**config.mk**
```make
export PLATFORM = sky130hd
export DESIGN_NAME = png_chunk_deframer_crc_check_top
export DESIGN_NICKNAME = d
export VERILOG_FILES = /design/src/design/pngdf_pkg.sv /design/src/design/pngdf_front.sv /design/src/design/pngdf_queue.sv /design/src/design/pngdf_back.sv /design/src/design/png_chunk_deframer_crc_check_top.sv
export SDC_FILE = /design/constraint.sdc
export NUM_CORES = 1
export LEC_CHECK = 0
export BUFFER_PORTS_ARGS = -buffer_cell sky130_fd_sc_hd__buf_2
export CAP_MARGIN = 10
export CORE_MARGIN = 2
export CORE_UTILIZATION = 60
export CTS_CLUSTER_DIAMETER = 150
export DETAILED_ROUTE_END_ITERATION = 12
export PLACE_DENSITY_LB_ADDON = 0.08
export RECOVER_POWER = 100
export SETUP_SLACK_MARGIN = 0.02
export SLEW_MARGIN = 20
export SYNTH_ARGS = -nofsm -noshare
export SYNTH_HDL_FRONTEND = slang
export SYNTH_SLANG_ARGS = --single-unit
```
**constraint.sdc**
```tcl
create_clock -name i_clk -period 21 [get_ports i_clk]
set_input_delay 1.05 -clock i_clk [delete_from_list [all_inputs] [get_ports i_clk]]
set_output_delay 1.05 -clock i_clk [all_outputs]
set_load 0.005 [all_outputs]
```
**src/design/pngdf_pkg.sv**
```systemverilog
// Shared types, constants and functions of the PNG chunk deframer.
// No dependencies; compile first after the macro header.
package pngdf_pkg;

    localparam int CHUNK_COUNT_WIDTH = 16;
    localparam int IDX_W             = 16;
    localparam int QUEUE_DEPTH       = 4;
    localparam int QPTR_W            = $clog2(QUEUE_DEPTH);

    localparam logic [IDX_W-1:0] IDX_MAX   = {IDX_W{1'b1}};
    localparam logic [31:0]      TYPE_IHDR = 32'h4948_4452;
    localparam logic [31:0]      TYPE_IEND = 32'h4945_4E44;
    localparam logic [31:0]      CRC_INIT  = 32'hFFFF_FFFF;
    localparam logic [31:0]      CRC_POLY  = 32'hEDB8_8320;

    // Configuration register indexes
    localparam logic [7:0] CFG_STOP_ON_CRC_FAIL     = 8'd0;
    localparam logic [7:0] CFG_REQUIRE_HEADER_FIRST = 8'd1;

    typedef enum logic [2:0] {
        PH_SIG,
        PH_LEN,
        PH_TYPE,
        PH_DATA,
        PH_CRC,
        PH_DONE
    } t_phase;

    typedef enum logic [1:0] {
        ERR_NONE,
        ERR_SIG,
        ERR_HDR,
        ERR_TRUNC
    } t_err;

    typedef enum logic {
        KIND_CHUNK,
        KIND_ERROR
    } t_kind;

    typedef struct packed {
        logic stop_on_crc_fail;
        logic require_header_first;
    } t_cfg;

    typedef struct packed {
        t_kind            kind;
        logic [IDX_W-1:0] idx;
        logic [31:0]      len;
        logic [31:0]      typ;
        logic [31:0]      crc;
        logic             ok;
        t_err             err;
        logic             fin;
    } t_record;

    // PNG file signature, one byte per position
    function automatic logic [7:0] sig_byte(input logic [2:0] pos);
        logic [7:0] v;
        case (pos)
            3'd0:    v = 8'h89;
            3'd1:    v = 8'h50;
            3'd2:    v = 8'h4e;
            3'd3:    v = 8'h47;
            3'd4:    v = 8'h0d;
            3'd5:    v = 8'h0a;
            3'd6:    v = 8'h1a;
            default: v = 8'h0a;
        endcase
        return v;
    endfunction

    // Reflected CRC-32, one byte per call
    function automatic logic [31:0] crc_byte(input logic [31:0] c, input logic [7:0] b);
        logic [31:0] v;
        v = c ^ {24'd0, b};
        for (int k = 0; k < 8; k++) begin
            v = v[0] ? ((v >> 1) ^ CRC_POLY) : (v >> 1);
        end
        return v;
    endfunction

endpackage

```
**src/design/pngdf_front.sv**
```systemverilog
// Byte parser of the PNG chunk deframer: signature, chunk framing, CRC.
// Depends on pngdf_pkg; emits one record per chunk or error into the queue.
module pngdf_front import pngdf_pkg::*; (
    input  logic    i_clk,
    input  logic    i_rst_n,
    input  logic    i_fire,
    input  logic [7:0] i_byte,
    input  logic    i_last,
    input  t_cfg    i_cfg,
    output logic    o_push,
    output t_record o_rec
);

    localparam int XW = (CHUNK_COUNT_WIDTH > IDX_W) ? CHUNK_COUNT_WIDTH : IDX_W;
    localparam logic [CHUNK_COUNT_WIDTH-1:0] CNT_MAX = {CHUNK_COUNT_WIDTH{1'b1}};

    t_phase r_phase, n_phase;
    logic [31:0] r_pos, n_pos;
    logic [31:0] r_len, n_len;
    logic [31:0] r_type, n_type;
    logic [31:0] r_crc_sh, n_crc_sh;
    logic [31:0] r_crc, n_crc;
    logic [CHUNK_COUNT_WIDTH-1:0] r_cnt, n_cnt;

    logic [XW-1:0] cnt_x;
    logic          emit, fin, ok;
    t_kind         kind;
    t_err          err;
    logic [31:0]   pos_inc;

    assign cnt_x   = XW'(r_cnt);
    assign pos_inc = r_pos + 32'd1;

    // Hold parser state; advance only on an accepted byte
    always_ff @(posedge i_clk) begin
        if (!i_rst_n) begin
            r_phase  <= PH_SIG;
            r_pos    <= '0;
            r_len    <= '0;
            r_type   <= '0;
            r_crc_sh <= '0;
            r_crc    <= CRC_INIT;
            r_cnt    <= '0;
        end else if (i_fire) begin
            r_phase  <= n_phase;
            r_pos    <= n_pos;
            r_len    <= n_len;
            r_type   <= n_type;
            r_crc_sh <= n_crc_sh;
            r_crc    <= n_crc;
            r_cnt    <= n_cnt;
        end
    end

    // Next state and record for the byte on the input
    always_comb begin
        n_phase  = r_phase;
        n_pos    = r_pos;
        n_len    = r_len;
        n_type   = r_type;
        n_crc_sh = r_crc_sh;
        n_crc    = r_crc;
        n_cnt    = r_cnt;
        emit     = 1'b0;
        fin      = 1'b0;
        ok       = 1'b0;
        kind     = KIND_CHUNK;
        err      = ERR_NONE;

        case (r_phase)
            PH_SIG: begin
                if (i_byte != sig_byte(r_pos[2:0])) begin
                    emit = 1'b1;
                    fin  = 1'b1;
                    kind = KIND_ERROR;
                    err  = ERR_SIG;
                end else if (r_pos[2:0] == 3'd7) begin
                    n_phase = PH_LEN;
                    n_pos   = '0;
                end else begin
                    n_pos = pos_inc;
                end
            end
            PH_LEN: begin
                n_len = {r_len[23:0], i_byte};
                if (r_pos[1:0] == 2'd3) begin
                    n_phase = PH_TYPE;
                    n_pos   = '0;
                    n_crc   = CRC_INIT;
                end else begin
                    n_pos = pos_inc;
                end
            end
            PH_TYPE: begin
                n_type = {r_type[23:0], i_byte};
                n_crc  = crc_byte(r_crc, i_byte);
                if (r_pos[1:0] == 2'd3) begin
                    n_pos = '0;
                    if (r_cnt == '0 && i_cfg.require_header_first && n_type != TYPE_IHDR) begin
                        emit = 1'b1;
                        fin  = 1'b1;
                        kind = KIND_ERROR;
                        err  = ERR_HDR;
                    end else begin
                        n_phase = (r_len != '0) ? PH_DATA : PH_CRC;
                    end
                end else begin
                    n_pos = pos_inc;
                end
            end
            PH_DATA: begin
                n_crc = crc_byte(r_crc, i_byte);
                n_pos = pos_inc;
                if (pos_inc == r_len) begin
                    n_phase = PH_CRC;
                    n_pos   = '0;
                end
            end
            PH_CRC: begin
                n_crc_sh = {r_crc_sh[23:0], i_byte};
                n_pos    = pos_inc;
                if (r_pos[1:0] == 2'd3) begin
                    emit = 1'b1;
                    ok   = ((r_crc ^ CRC_INIT) == n_crc_sh);
                    fin  = (r_type == TYPE_IEND) || (!ok && i_cfg.stop_on_crc_fail);
                end
            end
            default: begin
                // finished file: drop bytes until the one flagged last
            end
        endcase

        // A last byte either completes a record or ends the file early
        if (r_phase != PH_DONE && i_last) begin
            if (!emit) begin
                emit = 1'b1;
                fin  = 1'b1;
                kind = KIND_ERROR;
                err  = ERR_TRUNC;
            end else if (!fin) begin
                err = ERR_TRUNC;
                fin = 1'b1;
            end
        end

        o_rec.kind = kind;
        o_rec.idx  = (cnt_x > XW'(IDX_MAX)) ? IDX_MAX : cnt_x[IDX_W-1:0];
        o_rec.len  = n_len;
        o_rec.typ  = n_type;
        o_rec.crc  = n_crc_sh;
        o_rec.ok   = ok;
        o_rec.err  = err;
        o_rec.fin  = fin;

        // Chunk done: count it and rearm for the next length field
        if (r_phase == PH_CRC && r_pos[1:0] == 2'd3) begin
            if (r_cnt != CNT_MAX) begin
                n_cnt = r_cnt + 1'b1;
            end
            n_phase  = PH_LEN;
            n_pos    = '0;
            n_len    = '0;
            n_type   = '0;
            n_crc_sh = '0;
            n_crc    = CRC_INIT;
        end

        if (emit && fin) begin
            n_phase = PH_DONE;
        end

        // Rearm on the last byte of the file
        if (i_last) begin
            n_phase  = PH_SIG;
            n_pos    = '0;
            n_len    = '0;
            n_type   = '0;
            n_crc_sh = '0;
            n_crc    = CRC_INIT;
            n_cnt    = '0;
        end
    end

    assign o_push = i_fire && emit;

endmodule

```
**src/design/pngdf_queue.sv**
```systemverilog
// Short record queue between the byte parser and the output stage.
// Depends on pngdf_pkg for the record type and depth.
module pngdf_queue import pngdf_pkg::*; (
    input  logic    i_clk,
    input  logic    i_rst_n,
    input  logic    i_push,
    input  t_record i_rec,
    output logic    o_space,
    input  logic    i_pop,
    output logic    o_valid,
    output t_record o_rec
);

    t_record r_mem [QUEUE_DEPTH];
    logic [QPTR_W-1:0] r_wr, r_rd;
    logic [QPTR_W:0]   r_count;

    assign o_space = (r_count != (QPTR_W+1)'(QUEUE_DEPTH));
    assign o_valid = (r_count != '0);
    assign o_rec   = r_mem[r_rd];

    // Store pushed records
    always_ff @(posedge i_clk) begin
        if (i_push) begin
            r_mem[r_wr] <= i_rec;
        end
    end

    // Advance pointers and occupancy
    always_ff @(posedge i_clk) begin
        if (!i_rst_n) begin
            r_wr    <= '0;
            r_rd    <= '0;
            r_count <= '0;
        end else begin
            if (i_push) begin
                r_wr <= r_wr + 1'b1;
            end
            if (i_pop) begin
                r_rd <= r_rd + 1'b1;
            end
            case ({i_push, i_pop})
                2'b10:   r_count <= r_count + 1'b1;
                2'b01:   r_count <= r_count - 1'b1;
                default: r_count <= r_count;
            endcase
        end
    end

endmodule

```
**src/design/pngdf_back.sv**
```systemverilog
// Output stage: formats queued records and holds them for the stream sink.
// Depends on pngdf_pkg for the record type and codes.
module pngdf_back import pngdf_pkg::*; (
    input  logic    i_clk,
    input  logic    i_rst_n,
    input  logic    i_valid,
    input  t_record i_rec,
    output logic    o_pop,
    input  logic    i_ready,
    output logic    o_valid,
    output t_record o_rec
);

    logic    r_valid;
    t_record r_rec, n_rec;

    assign o_pop   = i_valid && (!r_valid || i_ready);
    assign o_valid = r_valid;
    assign o_rec   = r_rec;

    // Error records carry no CRC verdict; header errors carry no trailer
    always_comb begin
        n_rec = i_rec;
        if (i_rec.kind == KIND_ERROR) begin
            n_rec.ok = 1'b0;
            if (i_rec.err == ERR_HDR) begin
                n_rec.crc = '0;
            end
        end
    end

    // Load a record when the register is empty or being taken
    always_ff @(posedge i_clk) begin
        if (!i_rst_n) begin
            r_valid <= 1'b0;
        end else if (o_pop) begin
            r_valid <= 1'b1;
        end else if (i_ready) begin
            r_valid <= 1'b0;
        end
    end

    always_ff @(posedge i_clk) begin
        if (o_pop) begin
            r_rec <= n_rec;
        end
    end

endmodule

```
**src/design/png_chunk_deframer_crc_check_top.sv**
```systemverilog
// PNG chunk deframer with CRC-32 check. Takes one file byte per transfer and
// returns at most one record per byte. The parser takes one byte every cycle:
// the per-byte CRC update, the 32-bit data counter and the framing compares
// all settle combinationally ahead of the state registers. The input stalls only while the four-entry
// record queue is full, that is when the record sink holds back for several
// records in a row. No clearing pass: the block takes bytes as soon as reset
// is released.
// Depends on pngdf_pkg, pngdf_front, pngdf_queue and pngdf_back.
module png_chunk_deframer_crc_check_top import pngdf_pkg::*; (
    input  logic         i_clk,
    input  logic         i_rst_n,
    // byte stream
    input  logic         s_axis_tvalid,
    output logic         s_axis_tready,
    input  logic [7:0]   s_axis_tdata,   // [7:0] data_byte
    input  logic         s_axis_tlast,   // last_byte
    // record stream
    output logic         m_axis_tvalid,
    input  logic         m_axis_tready,
    // [15:0] chunk_index, [47:16] chunk_length, [79:48] chunk_type,
    // [111:80] stored_crc, [112] crc_ok, [114:113] error_code, [119:115] zero
    output logic [119:0] m_axis_tdata,
    output logic         m_axis_tlast,   // final_res
    output logic         m_axis_tuser,   // record_kind
    // configuration writes
    input  logic         i_cfg_valid,
    output logic         o_cfg_ready,
    input  logic [7:0]   i_cfg_index,
    input  logic         i_cfg_data
);

    t_cfg    r_cfg;
    logic    in_fire;
    logic    q_space, q_push, q_pop, q_valid;
    t_record f_rec, q_rec, b_rec;

    assign o_cfg_ready   = 1'b1;
    assign s_axis_tready = q_space;
    assign in_fire       = s_axis_tvalid && q_space;

    // Configuration registers
    always_ff @(posedge i_clk) begin
        if (!i_rst_n) begin
            r_cfg.stop_on_crc_fail     <= 1'b1;
            r_cfg.require_header_first <= 1'b1;
        end else if (i_cfg_valid) begin
            case (i_cfg_index)
                CFG_STOP_ON_CRC_FAIL:     r_cfg.stop_on_crc_fail     <= i_cfg_data;
                CFG_REQUIRE_HEADER_FIRST: r_cfg.require_header_first <= i_cfg_data;
                default:                  r_cfg                      <= r_cfg;
            endcase
        end
    end

    pngdf_front u_front (
        .i_clk   (i_clk),
        .i_rst_n (i_rst_n),
        .i_fire  (in_fire),
        .i_byte  (s_axis_tdata),
        .i_last  (s_axis_tlast),
        .i_cfg   (r_cfg),
        .o_push  (q_push),
        .o_rec   (f_rec)
    );

    pngdf_queue u_queue (
        .i_clk   (i_clk),
        .i_rst_n (i_rst_n),
        .i_push  (q_push),
        .i_rec   (f_rec),
        .o_space (q_space),
        .i_pop   (q_pop),
        .o_valid (q_valid),
        .o_rec   (q_rec)
    );

    pngdf_back u_back (
        .i_clk   (i_clk),
        .i_rst_n (i_rst_n),
        .i_valid (q_valid),
        .i_rec   (q_rec),
        .o_pop   (q_pop),
        .i_ready (m_axis_tready),
        .o_valid (m_axis_tvalid),
        .o_rec   (b_rec)
    );

    // Pack the record onto the stream
    assign m_axis_tdata = {5'd0, b_rec.err, b_rec.ok, b_rec.crc, b_rec.typ,
                           b_rec.len, b_rec.idx};
    assign m_axis_tlast = b_rec.fin;
    assign m_axis_tuser = b_rec.kind;

endmodule

```
* After elaboration in Yosys (flattened, before gate mapping)
Memory sizes are Yosys's and may differ from the RTL's. A register that Yosys moved wholly into a read port is not among the register bits.
Cells that the tools add are included.
Widths: inputs -> output; s select.
** Word-level totals
- Register bits :: 306
- Bits in writable memories :: 468
- Bits of input ports :: 23
- Output and inout port bits :: 125
- Logic and storage cells :: 179
- Memories :: 1
** Memory list
- u_queue.r_mem :: words 4, bits a word 117, read ports 1, clocked after Yosys merged registers in 1, wr ports 1, RTL line pngdf_queue.sv:14 : t_record r_mem [QUEUE_DEPTH];
** Operators by class
- Add/sub/neg operators :: 6
- Order comparisons :: 1
- Eq/ne operators :: 31
- Muxes and demuxes :: 75
- Bitwise gates (word level) :: 10
- Reductions and logical operators :: 34
** Operator list (count)
- $mux 32 :: 27
- $pmux 32 s4 :: 1
- $not 13->14 :: 8
- $eq 32x32->1 :: 2
- $mux 16 :: 4
- $pmux 32 s2 :: 1
- $pmux 8 s6 :: 1
- $mux 33 :: 1
- $add 32x1->32 const B :: 1
- $eq 32x31->1 const B :: 1
- $ne 32x31->1 const B :: 1
- $not 32->32 :: 1
- $reduce_bool 32->1 :: 1
- $xor 32x8->32 :: 1
- $mux 3 :: 10
- $ne 5x2->1 const B :: 4
- $add 16x1->16 const B :: 1
- $gt 16x16->1 const B :: 1
- $logic_not 16->1 :: 1
- $mux 1 :: 16
- $ne 16x16->1 const B :: 1
- $mux 2 :: 7
- $eq 3x2->1 const B :: 4
- $eq 3x3->1 const B :: 4
- 32 further kinds :: 57

* Logic depth before layout (Yosys ltp)
- Depth in word-level cells :: 20
- Depth in mapped cells :: 15
- Depth with buffers taken out :: 15

* By module
Synthesis repeated with hierarchy kept, for this count alone.
** Second synthesis, totals
- Cell total of the unflattened synthesis :: 2264
- Area, all modules :: 32796.5 µm²
** Modules (own cells, without submodules)
- pngdf_queue :: times used 1, cells each 657, area an instance 17294.1 µm², sequential area each 14233.7 µm²
- pngdf_front :: times used 1, cells each 1427, area an instance 11453.5 µm², sequential area each 3583.4 µm²
- pngdf_back :: times used 1, cells each 158, area an instance 3871.2 µm², sequential area each 3533.4 µm²
- png_chunk_deframer_crc_check_top :: times used 1, cells each 22, area an instance 177.7 µm², sequential area each 40.0 µm²

* Least setup slack after synthesis
No wires, ideal clock.
- Path kind :: in2reg
- From :: input m_axis_tready
- To :: register u_queue.r_count[2]
- Setup time :: 0.076 ns
- Data arrival time :: 8.854 ns
- Required time :: 20.924 ns
- Setup slack :: 12.071 ns
- Stages on the path :: 8
- Path buffers :: 0
- Cell sequence :: inv_1 a21oi_1 ha_1 inv_1 fa_1 xor2_1 or3_1 a21boi_0
** Between the ends
- Longest elaborated chain between the ends :: 4
- Elaborated cells between the ends (all ways) :: 6
- Those cells by class :: eq/ne: 2; mux: 1; reduce/logical: 3
** RTL lines
- start, declared :: RTL line png_chunk_deframer_crc_check_top.sv:19 : input logic m_axis_tready,
- $logic_or 1x1->1 (*) :: RTL line pngdf_back.sv:17 : assign o_pop = i_valid && (!r_valid || i_ready);
- $logic_and 1x1->1 (*) :: RTL line pngdf_back.sv:17
- via q_pop :: RTL line png_chunk_deframer_crc_check_top.sv:34 : logic q_space, q_push, q_pop, q_valid;
- $eq 2x1->1 or $eq 2x2->1 (tied branches) :: RTL line pngdf_queue.sv:42 : case ({i_push, i_pop})
- $pmux 3 s2 or $reduce_bool 2->1 (tied branches)
- end signal, assigned :: RTL line pngdf_queue.sv:43 : 2'b10: r_count <= r_count + 1'b1;
- end signal, assigned :: RTL line pngdf_queue.sv:44 : 2'b01: r_count <= r_count - 1'b1;
- end signal, assigned :: RTL line pngdf_queue.sv:45 : default: r_count <= r_count;
- end, declared :: RTL line pngdf_queue.sv:16 : logic [QPTR_W:0] r_count;
The timed path passes the listed nets; every way through them passes the cells marked *.
A chain may end at the register's enable or synchronous reset.

* Worst setup path after layout
- From :: register u_front.r_phase[2]
- To :: memory u_queue.r_mem[2][9] in the netlist's numbering, enable pin
** Between the ends
- Longest elaborated chain between the ends :: 6
- Elaborated cells between the ends (all ways) :: 10
- Those cells by class :: eq/ne: 3; mux: 4; reduce/logical: 3
** RTL lines
- start, declared :: RTL line pngdf_front.sv:17 : t_phase r_phase, n_phase;
- start signal, assigned :: RTL line pngdf_front.sv:45 : r_phase <= n_phase;
- $eq 3x3->1 (tied with other cells) :: RTL line pngdf_front.sv:70 : case (r_phase)
- $pmux 1 s3 or $logic_and 1x1->1 (tied branches) :: RTL line pngdf_front.sv:70, pngdf_front.sv:134
- $mux 1 (*) :: RTL line pngdf_front.sv:134 : if (r_phase != PH_DONE && i_last) begin
- $logic_and 1x1->1 (*) :: RTL line pngdf_front.sv:184 : assign o_push = i_fire && emit;
- $mux 1 (*) :: RTL line pngdf_queue.sv:24 : if (i_push) begin
- $mux 1 (not written as such) (*) :: RTL line pngdf_queue.sv:25 : r_mem[r_wr] <= i_rec;
- end, declared :: RTL line pngdf_queue.sv:14
Mark *: on every way between the ends. The rest lies on a longest branch, timed or not.

==> impl_metrics.toml <==
[yosys]
avgSynthCellArea_um2 = 14.0
synthFlopType = "edfxtp_1"
ys_warn_count = 0
synth_edf_count = 585
ys_types = 73
synthesis.area_um2 = 32600
seq_area_frac_synth_pct = 65.7
ys_top_cells_by_area = "edfxtp_1, dfxtp_1, mux4_2, nand2_1, xnor2_1"
ys_ff_latch = 776
synth_top_area_share_pct = 53.9
synth_async_sr_flop_share_pct = 0
synth_cells = 2331
yosysTopAreaCell = "edfxtp_1"

[status]
violations = "max-capacitance violations, max-slew violations"
status = "complete, but fails checks"

[clock_tree]
cts_buffer_depth = 3
clock_latency_ns = 0.61
cts_buffers = 79
cts_sinks = 776
cts_resized = 0
cts_hold_buf = 0
cts_tree = "yes"
h-tree-depth = 3
root_buffer = "clkbuf_16"
cts_setup_buffers = 0
cts.reportedPaths.clkPinSlew_ns = 0.06

[power]
leakagePower_nw = 11.7
p_per_area_nw_per_um2 = 121
ir_worst_vdd_mv = 0.101

[setup_path]
path_class = "reg2reg"
crit_family = "simple AND/OR/NAND/NOR gates"
path_max_fanout = 66
worstPathCellList = "nor3b_1 -> clkbuf_1 -> nand2_1 -> a41oi_1 -> and2_0 -> clkbuf_1"
cp.arrival_ns = 11.12
crit_top_cell = "clkbuf_1"
worstReg2RegStart = "u_front.r_phase[2]"
crit_start = "u_front.r_phase[2]"
crit_slowest_cell = "and2_0"
critPathRequiredTime_ns = 21.14
critPathCaptureType = "flop"
critPathLaunchType = "flop"
cp_num_buf_inv = 2
cpPeakStageDelay_ns = 3.82

[sta]
fin_crit_ns = 10.97
setup_viol = 0
hold_violations = 0
fmax_mhz = 91.1
rsz0062_at_grt = "false"
layout_worst_path_cycle_share_pct = 52.3
slew_headroom_pct = -249
finalClockSkew_ns = 0.0187
fin_setup_tns_ns = 0
tightest_slew_ns = 5.23
slew_viol_final = 1125

[global_route]
antenna_found_initial = 1
grt_pass1_vias = 19275
grt_pass1_wl_mm = 111
grt_overflow_total = 0
grt.total_usage_pct = 25.7
grt_max_degree = 91

[finish]
num-nets-final = 2472
area_growth_pct = 11.4
drive_gt1_share_pct = 13.9
fill_cells = 3753
fin_util_pct = 67.5
diodes = 0

[placed_design]
post-dp-hpwl_mm = 44.5
portBuffers = 141
gp_congestion = 0.875

[die]
rows = 85
die_x_um = 237
num_io_pins = 148
die_area_um2 = 56200
start_util_pct = 60.6
die_h_um = 237
core_area_um2 = 53700

[run]
drv_cap = 22

[route]
drc_errors = 0
wl_per_cell_um = 22.5
routed_wirelength_mm = 71.8
ant_nets = 0
via_count = 19503
drtIter0Drc = 1579
drt_first_pass_iters = 5
avgViaCountPerCell = 6.11

[hold_path]
worstHoldStart = "u_front.r_crc_sh[30]"
min_path_type = "reg2reg"
## cell type report
| cell class | instances | area, um2 | share of cell area (%) |
|---|---|---|---|
| Inverter | 71 | 267 | 0.735 |
| Timing Repair Buffer | 168 | 788 | 2.17 |
| Clock inverter | 37 | 433 | 1.19 |
| Sequential cell | 776 | 21400 | 59.0 |
| Clock buffer | 109 | 2200 | 6.07 |
| Tap cell | 696 | 871 | 2.40 |
| Multi-Input combinational cell | 1337 | 10300 | 28.5 |
## synthesized netlist by cell type, types with 51 or more instances
library cell  instances
a21boi_0            101
clkbuf_1            108
dfxtp_1             191
edfxtp_1            585
inv_1                71
mux2_2               51
mux4_2              117
nand2_1             236
nand3_1             147
nor2_1               63
o21ai_0              90
xnor2_1              94
xor2_1               60
## cells by family after synthesis
| family | count (synthesis) | share of synthesized area (%) |
|---|---|---|
| compound gates | 306 | 6.17 |
| xor+xnor | 154 | 4.14 |
| fa+ha+maj | 16 | 0.638 |
| buf+inv | 222 | 2.76 |
| flops | 776 | 65.7 |
| mux | 178 | 10.2 |
| other cells | 2 | 0.0231 |
| simple gates | 677 | 10.4 |
## stage by stage
stage	instances	total power, mW	area [um2]	setup slack (ns)	hold WS, ns
2_1_floorplan	2335	2.71	32600	12.07	0.438
3_3_place_gp	3047	2.99	33800	16.19	0.448
3_5_place_dp	3047	3.01	33800	16.05	0.456
4_1_cts	3193	4.43	36400	16.16	0.465
5_1_grt	3194	4.59	36300	9.15	0.507
6_report	3194	4.40	36300	10.03	0.466
## worst min-delay path: stages (launching register included)
cell	delay, ns
dfxtp_1	0.31
nand2_1	0.05
a21boi_0	0.06
## where the power goes
| group | total [mW] | internal [mW] | switching [mW] |
|---|---|---|---|
| clock | 1.42 | 0.847 | 0.572 |
| combinational | 0.852 | 0.358 | 0.494 |
| sequential | 2.13 | 2.03 | 0.100 |
## flip-flops by register name, summed over array words and instances (netlist names), named ones only
signal	flops
u_back.o_rec	117
u_front.r_type	32
r_cfg	2
u_queue.r_mem	468
u_queue.r_wr	2
u_front.r_crc	32
u_back.o_valid	1
u_front.r_pos	32
u_front.r_crc_sh	32
u_queue.r_count	3
u_front.r_phase	3
u_front.cnt_x	16
u_queue.r_rd	2
u_front.r_len	32
## layer usage
metal  track usage [%]  up-vias  part of all wire, %
met2              43.0      539                   50
met3              3.45       95                  4.8
met4              7.42        0                  2.1
li1                  -     8944                    -
met5                 0        -                    0
met1              35.8     9925                   43
## worst paths after layout
check                    endpoint  slack, ns  cells after the start
max           u_queue.r_mem[2][9]      10.03                      6
min          u_front.r_crc_sh[30]       0.47                      2
max reg2reg   u_queue.r_mem[2][9]      10.03                      6
min reg2reg  u_front.r_crc_sh[30]       0.47                      2
## layout by cell type, fill, tap and decap left out, drive strengths merged, types with 28 or more instances in the layout
cell    synthesis  layout
a21boi        101     101
buf            43      92
clkbuf        108     185
dfxtp         191     191
edfxtp        585     585
inv            71      74
mux2           51      51
mux4          117     117
nand2         236     236
nand3         148     148
nand4          42      42
nor2           63      63
nor2b          39      39
nor3           28      28
nor4           30      30
o21ai          91      91
xnor2          94      94
xor2           60      60
Note: power is estimated with default switching activity, not from simulation.
